## config.mk

```make
export PLATFORM = sky130hd
export DESIGN_NAME = base64url_settings_record_decoder
export DESIGN_NICKNAME = d
export VERILOG_FILES = /design/src/sv/b64rd_pkg.sv /design/src/sv/b64rd_front.sv /design/src/sv/b64rd_queue.sv /design/src/sv/b64rd_back.sv /design/src/sv/base64url_settings_record_decoder.sv
export SDC_FILE = /design/constraint.sdc
export NUM_CORES = 1
export LEC_CHECK = 0
export BUFFER_PORTS_ARGS = -buffer_cell sky130_fd_sc_hd__buf_4
export CAP_MARGIN = 40
export CELL_PAD_IN_SITES_DETAIL_PLACEMENT = 0
export CELL_PAD_IN_SITES_GLOBAL_PLACEMENT = 2
export CORE_MARGIN = 2
export CORE_UTILIZATION = 36
export DETAILED_ROUTE_END_ITERATION = 10
export PLACE_DENSITY = 0.82
export SYNTH_ARGS = -nofsm -noshare
export SYNTH_HDL_FRONTEND = slang
export SYNTH_SLANG_ARGS = --single-unit
export TNS_END_PERCENT = 20
```

## constraint.sdc

```tcl
create_clock -name clk -period 5.05 [get_ports clk]
set_clock_uncertainty 0.05 [all_clocks]
set_input_delay 0.2525 -clock clk [delete_from_list [all_inputs] [get_ports clk]]
set_output_delay 0.2525 -clock clk [all_outputs]
set_load 0.05 [all_outputs]
```

## src/sv/b64rd_pkg.sv

```systemverilog
// types and constants for the base64url record decoder
// no dependencies; used by every module of the block
package b64rd_pkg;

	// operation codes of a classified beat
	localparam logic [1:0] OP_CHAR = 2'd0;
	localparam logic [1:0] OP_BAD  = 2'd1;
	localparam logic [1:0] OP_END  = 2'd2;

	// result kinds
	localparam logic [1:0] KIND_RECORD      = 2'd0;
	localparam logic [1:0] KIND_END_OK      = 2'd1;
	localparam logic [1:0] KIND_END_BAD     = 2'd2;
	localparam logic [1:0] KIND_END_PARTIAL = 2'd3;

	localparam int RECORD_W     = 48;
	localparam int RECORD_BYTES = 6;
	localparam logic [2:0] LAST_BYTE = 3'd5;

	// queue between front and back
	localparam int Q_DEPTH = 2;
	localparam int Q_AW    = 1;

	typedef struct packed {
		logic [1:0] op;
		logic [5:0] sixbit;
	} item_t;

	typedef struct packed {
		logic  valid;
		item_t item;
	} head_t;

	typedef struct packed {
		logic valid;
		logic [5:0] value;
	} sixbit_t;

	// base64url alphabet lookup
	function automatic sixbit_t sixbit_lookup(input logic [7:0] c);
		sixbit_t r;
		r.valid = 1'b1;
		r.value = 6'd0;
		if (c >= 8'h41 && c <= 8'h5a) begin
			r.value = 6'(c - 8'h41);
		end else if (c >= 8'h61 && c <= 8'h7a) begin
			r.value = 6'(c - 8'h61 + 8'd26);
		end else if (c >= 8'h30 && c <= 8'h39) begin
			r.value = 6'(c - 8'h30 + 8'd52);
		end else if (c == 8'h2d) begin
			r.value = 6'd62;
		end else if (c == 8'h5f) begin
			r.value = 6'd63;
		end else begin
			r.valid = 1'b0;
		end
		return r;
	endfunction

endpackage

```

## src/sv/b64rd_front.sv

```systemverilog
// front end: classifies each command beat into an operation
// depends on b64rd_pkg
module b64rd_front (
	input  logic              command,
	input  logic [7:0]        character,
	output b64rd_pkg::item_t  item
);

	b64rd_pkg::sixbit_t look;

	always_comb begin
		look = b64rd_pkg::sixbit_lookup(character);
		item.sixbit = look.value;
		if (command) begin
			item.op = b64rd_pkg::OP_END;
		end else if (look.valid) begin
			item.op = b64rd_pkg::OP_CHAR;
		end else begin
			item.op = b64rd_pkg::OP_BAD;
		end
	end

endmodule

```

## src/sv/b64rd_queue.sv

```systemverilog
// short fifo of classified beats between front and back
// depends on b64rd_pkg
module b64rd_queue (
	input  logic              clk,
	input  logic              arst_n,
	input  logic              push,
	input  b64rd_pkg::item_t  push_item,
	output logic              full,
	input  logic              pop,
	output b64rd_pkg::head_t  head
);

	localparam int Q_CW = b64rd_pkg::Q_AW + 1;
	localparam logic [Q_CW-1:0] DEPTH_C = Q_CW'(b64rd_pkg::Q_DEPTH);

	b64rd_pkg::item_t            mem_q [b64rd_pkg::Q_DEPTH];
	logic [b64rd_pkg::Q_AW-1:0]  wr_ptr_q;
	logic [b64rd_pkg::Q_AW-1:0]  rd_ptr_q;
	logic [Q_CW-1:0]             count_q;

	assign full       = (count_q == DEPTH_C);
	assign head.valid = (count_q != '0);
	assign head.item  = mem_q[rd_ptr_q];

	always_ff @(posedge clk) begin
		if (push) begin
			mem_q[wr_ptr_q] <= push_item;
		end
	end

	always_ff @(posedge clk or negedge arst_n) begin
		if (!arst_n) begin
			wr_ptr_q <= '0;
			rd_ptr_q <= '0;
			count_q  <= '0;
		end else begin
			if (push) begin
				wr_ptr_q <= wr_ptr_q + 1'b1;
			end
			if (pop) begin
				rd_ptr_q <= rd_ptr_q + 1'b1;
			end
			if (push && !pop) begin
				count_q <= count_q + 1'b1;
			end else if (pop && !push) begin
				count_q <= count_q - 1'b1;
			end
		end
	end

endmodule

```

## src/sv/b64rd_back.sv

```systemverilog
// back end: bit accumulator, record assembly and result register
// depends on b64rd_pkg
module b64rd_back (
	input  logic                              clk,
	input  logic                              arst_n,
	input  b64rd_pkg::head_t                  head,
	output logic                              pop,
	output logic                              res_valid,
	input  logic                              res_stall,
	output logic [1:0]                        kind,
	output logic [b64rd_pkg::RECORD_W-1:0]    record
);

	localparam int REC_W = b64rd_pkg::RECORD_W - 8;

	logic [5:0]       acc_q;
	logic [2:0]       bcnt_q;
	logic [REC_W-1:0] rec_q;
	logic [2:0]       cnt_q;
	logic             err_q;
	logic             res_valid_q;
	logic [1:0]       kind_q;
	logic [b64rd_pkg::RECORD_W-1:0] record_q;

	logic [11:0] wide;
	logic [3:0]  sum;
	logic [3:0]  shamt;
	logic [11:0] rest;
	logic [7:0]  byte_v;
	logic        is_char;
	logic        byte_ready;
	logic        rec_done;
	logic        is_end;
	logic        emits;
	logic        out_free;
	logic [1:0]  end_kind;

	always_comb begin
		wide       = {acc_q, head.item.sixbit};
		sum        = {1'b0, bcnt_q} + 4'd6;
		shamt      = sum - 4'd8;
		byte_v     = 8'(wide >> shamt);
		rest       = wide & ((12'd1 << shamt) - 12'd1);
		is_char    = (head.item.op == b64rd_pkg::OP_CHAR) && !err_q;
		byte_ready = is_char && (sum >= 4'd8);
		rec_done   = byte_ready && (cnt_q == b64rd_pkg::LAST_BYTE);
		is_end     = (head.item.op == b64rd_pkg::OP_END);
		emits      = head.valid && (is_end || rec_done);
		out_free   = !res_valid_q || !res_stall;
		pop        = head.valid && (out_free || !emits);
		priority if (err_q) begin
			end_kind = b64rd_pkg::KIND_END_BAD;
		end else if (cnt_q != 3'd0) begin
			end_kind = b64rd_pkg::KIND_END_PARTIAL;
		end else begin
			end_kind = b64rd_pkg::KIND_END_OK;
		end
	end

	// decode state
	always_ff @(posedge clk or negedge arst_n) begin
		if (!arst_n) begin
			acc_q  <= '0;
			bcnt_q <= '0;
			rec_q  <= '0;
			cnt_q  <= '0;
			err_q  <= 1'b0;
		end else if (pop) begin
			unique case (head.item.op)
				b64rd_pkg::OP_END: begin
					acc_q  <= '0;
					bcnt_q <= '0;
					rec_q  <= '0;
					cnt_q  <= '0;
					err_q  <= 1'b0;
				end
				b64rd_pkg::OP_BAD: begin
					err_q <= 1'b1;
				end
				b64rd_pkg::OP_CHAR: begin
					if (!err_q) begin
						if (sum >= 4'd8) begin
							acc_q  <= rest[5:0];
							bcnt_q <= shamt[2:0];
							if (cnt_q == b64rd_pkg::LAST_BYTE) begin
								rec_q <= '0;
								cnt_q <= '0;
							end else begin
								rec_q <= {rec_q[REC_W-9:0], byte_v};
								cnt_q <= cnt_q + 3'd1;
							end
						end else begin
							acc_q  <= head.item.sixbit;
							bcnt_q <= sum[2:0];
						end
					end
				end
				default: begin
				end
			endcase
		end
	end

	// result register
	always_ff @(posedge clk or negedge arst_n) begin
		if (!arst_n) begin
			res_valid_q <= 1'b0;
		end else if (out_free) begin
			res_valid_q <= emits;
		end
	end

	always_ff @(posedge clk) begin
		if (out_free && emits) begin
			if (is_end) begin
				kind_q   <= end_kind;
				record_q <= '0;
			end else begin
				kind_q   <= b64rd_pkg::KIND_RECORD;
				record_q <= {rec_q, byte_v};
			end
		end
	end

	assign res_valid = res_valid_q;
	assign kind      = kind_q;
	assign record    = record_q;

endmodule

```

## src/sv/base64url_settings_record_decoder.sv

```systemverilog
// top level of the base64url record decoder
// depends on b64rd_pkg, b64rd_front, b64rd_queue, b64rd_back
//
//  channel | handshake             | payload
//  --------+-----------------------+-------------------------------
//  cmd     | cmd_valid / cmd_stall | command, character
//  res     | res_valid / res_stall | kind, record
//
// one beat per cycle sustained while res_stall does not hold the back: the
// front classifies a character in the cycle it arrives, the back folds one
// queued beat per cycle into the accumulator and record buffer
// an accepted beat is registered in the queue, its result in the result register
// cmd_stall rises only while the two-entry queue is full; res_stall holds
// the result register and stops the back only for beats that yield a result
// arst_n clears the queue, all decode state and the result valid
module base64url_settings_record_decoder (
	input  logic        clk,
	input  logic        arst_n,
	input  logic        cmd_valid,
	output logic        cmd_stall,
	input  logic        command,
	input  logic [7:0]  character,
	output logic        res_valid,
	input  logic        res_stall,
	output logic [1:0]  kind,
	output logic [47:0] record
);

	b64rd_pkg::item_t front_item;
	b64rd_pkg::head_t head;
	logic             q_full;
	logic             pop;
	logic             push;

	// classify the incoming character or end command
	b64rd_front u_front (
		.command   (command),
		.character (character),
		.item      (front_item)
	);

	// a beat is taken whenever the queue has room
	assign cmd_stall = q_full;
	assign push      = cmd_valid && !q_full;

	// decouples the front from a stalled result side
	b64rd_queue u_queue (
		.clk       (clk),
		.arst_n    (arst_n),
		.push      (push),
		.push_item (front_item),
		.full      (q_full),
		.pop       (pop),
		.head      (head)
	);

	// accumulator, record builder and output register
	b64rd_back u_back (
		.clk       (clk),
		.arst_n    (arst_n),
		.head      (head),
		.pop       (pop),
		.res_valid (res_valid),
		.res_stall (res_stall),
		.kind      (kind),
		.record    (record)
	);

endmodule

```

==> flow_summary.ini <==
[run_status]
outcome = complete, no violations

[global_route]
grt_antenna_before_repair = 0
grt_start_max_net_pins = 58
overflow = 0
grt_first_pass_wirelength_um = 19400
grt_pass1_vias = 3754
grt_util_all_layers_pct = 13.9

[drt]
drc = 0
wl_per_cell_um = 15.3
vias_per_cell = 4.93
num_vias = 3702
initialDrtViolationCount = 241
first_pass_iters = 4
wirelength_um = 11500
antenna_left = 0

[die]
pin_count = 65
start_util_pct = 36.8
dieWidth_um = 131
die_y_um = 131
dieArea_sq_mm = 0.0172
rows = 46
core_sq_mm = 0.0158

[synth]
synth_area_sq_mm = 0.00583
yosysUniqueCellTypes = 64
ys.flop_type = edfxtp_1
synth_area_per_cell_sq_um = 12.7
synth_most_common_cell = edfxtp_1
synthCells = 458
ys_seq_elements = 123
yosys.area.top_type = edfxtp_1
synth-edff-count = 66
synthTopCellsByArea = edfxtp_1 34%, dfrtp_1 24%, a22o_1 5.7%
syn_nets = 491
yosys.area.top_type_share_pct = 34.0
ys_warn_count = 0
ys_seq_area_share_pct = 58.5
async_flop_share_pct = 46.3
synth_commonest_cells = 66 x edfxtp_1, 57 x dfrtp_1, 50 x nor2b_1, 38 x a22o_1, 23 x inv_1

[cells_and_area]
fillers = 1456
num_antenna_cells = 0
multi_input_area_sq_mm = 0.00222
nets = 555
areaGrowthSynthToFinish_pct = 21.8
drive_above_1_share_pct = 21.3
register_area_sq_mm = 0.00341

[setup_path]
end_kind = flip-flop
crit_fanout = 50
ff2ff_setup_slack_ns = 1.61
cp-start-kind = flip-flop
crit_required_ns = 5.03
path_class = reg -> reg
path_buf_inv = 1
critical-path-max-stage-delay_ns = 0.77
arrival_ns = 3.43
slowest_stage = dfrtp_1
crit_chain = mux2i_1, ha_1, nor3b_1, a21o_1, nand2_1, nor2_4, buf_4
r2r_start = u_queue.rd_ptr_q
path_delay_family = flip-flops
r2r-end = u_back.record[10]
r2r_cells = 7

[cts]
cts_buffer_depth = 2
worstSkewPairLatency_ns = 0.41
cts_tree = yes
numCtsBuffers = 17
htreeDepth = 4
root_buffer = clkbuf_16
clkTransAtPathRegs_ns = 0.05
cts_resized = 0
cts.sinks = 123

[sta]
finalCritPeriodShare_pct = 68.2
period_minus_slack_ns = 3.44
fmax_mhz = 290
slew_violations = 0
worst_pin_slew_ns = 0.791
grt_setup_unrepaired = no
setup_viol = 0
hold_viol = 0
finalSetupTns_ns = 0
relSlewSlack_pct = 46.6
fin_ws_ns = 1.61

[power_and_ir_drop]
peakVddDrop_mv = 0.282
leakagePower_uw = 0.00300
p_per_area_mw_per_mm2 = 611

[hold_path]
min_path_cells = 3
hp-class = in -> reg
holdPathEnd = u_queue.wr_ptr_q
holdCritStartpoint = cmd_valid

[place]
port_buffers = 64
pre_cts_ws_ns = 1.60
hpwl_um = 7940
globalplace.congestion = 0.839

[run]
drv.max_cap_violation_count = 0
## worst min-delay path, stage by stage
cell	delay (ns)
buf_4	0.11
nand2_1	0.10
xnor2_1	0.07
## stage by stage
stage	hold slack, ns	util (%)	instances	instance area, sq um	total power [uW]
after global routing	0.172	44.8	751	7100	4560
after detailed placement	0.312	41.0	717	6490	3170
final	0.127	44.8	751	7100	4330
after global placement	0.307	41.0	717	6490	3160
after floorplan	-0.0931	-	458	5830	2740
after CTS	0.116	44.8	751	7100	4380
## layout make-up
| class | instances | area share, % |
|---|---|---|
| flip-flops and latches | 123 | 48.0 |
| multi-input cells | 287 | 31.2 |
| repair buffers | 70 | 7.48 |
| clock buffers | 20 | 6.15 |
| well taps | 216 | 3.81 |
| clock inverters | 12 | 2.08 |
| inverters | 23 | 1.22 |
## where the power goes
part           total, uW  internal [uW]  switching [uW]
Combinational       1610            513            1090
Sequential          1540           1360             172
Clock               1190            774             421
## placed cells by master (no fill, tap or decap), types with 5 or more instances in the layout
cell       instances
xnor2_1            5
nand3_1            8
nand2_1           16
mux2i_1           16
mux2_2             5
ha_1              19
nand2b_1           8
nor2b_1           50
clkbuf_16         17
dfrtp_1           57
nor2_1            20
a21oi_1           11
a31oi_1            6
inv_1             23
buf_4             68
edfxtp_1          66
a22o_1            38
clkinv_2           5
## cells by family after synthesis
group                    Yosys count  share of synthesized area [%]
buffers and inverters             48                           3.69
XOR/XNOR                           8                           1.20
AO/OA/AOI/OAI                     99                           13.7
other                              1                         0.0644
flip-flops                       123                           58.5
adder cells (fa/ha/maj)           20                           4.29
AND/OR/NAND/NOR                  133                           13.4
multiplexers                      26                           5.07
## routing by layer
layer  up-vias  part of all wire [%]  global-route usage, %
met1      1787                    47                   17.9
met4         0                  0.98                   5.68
met5         -                     0                      0
met2        91                    48                   22.7
met3         6                   3.6                   3.16
li1       1818                     -                      -
## flip-flops by register name, summed over array words and instances (netlist names)
register and cells:
u_back.acc_q 6, u_back.bcnt_q 2, u_back.cnt_q 3, u_back.err_q 1, u_back.kind 2, u_back.rec_q 40, u_back.record 48, u_back.res_valid 1
u_queue.count_q 2, u_queue.mem_q 16, u_queue.rd_ptr_q 1, u_queue.wr_ptr_q 1
## how the worst max path moves through the flow
stage	slack, ns	startpoint	end	cells past startpoint
5_1_grt	1.32	u_queue.rd_ptr_q	u_back.record[3]	7
4_1_cts	1.59	u_queue.rd_ptr_q	u_back.record[26]	7
3_5_place_dp	1.60	u_queue.rd_ptr_q	u_back.record[18]	7
2_1_floorplan	0.24	u_queue.rd_ptr_q	u_back.kind[0]	8
3_3_place_gp	1.79	u_back.bcnt_q[1]	u_back.record[11]	7
6_report	1.61	u_queue.rd_ptr_q	u_back.record[10]	7
## what timing repair did
| item | in CTS | in global routing |
|---|---|---|
| hold buffers | 2 | 0 |
| endpoints found under the hold margin | 59 | 0 |
| buffers inserted | 0 | 0 |
(Power assumes the default switching activity.)
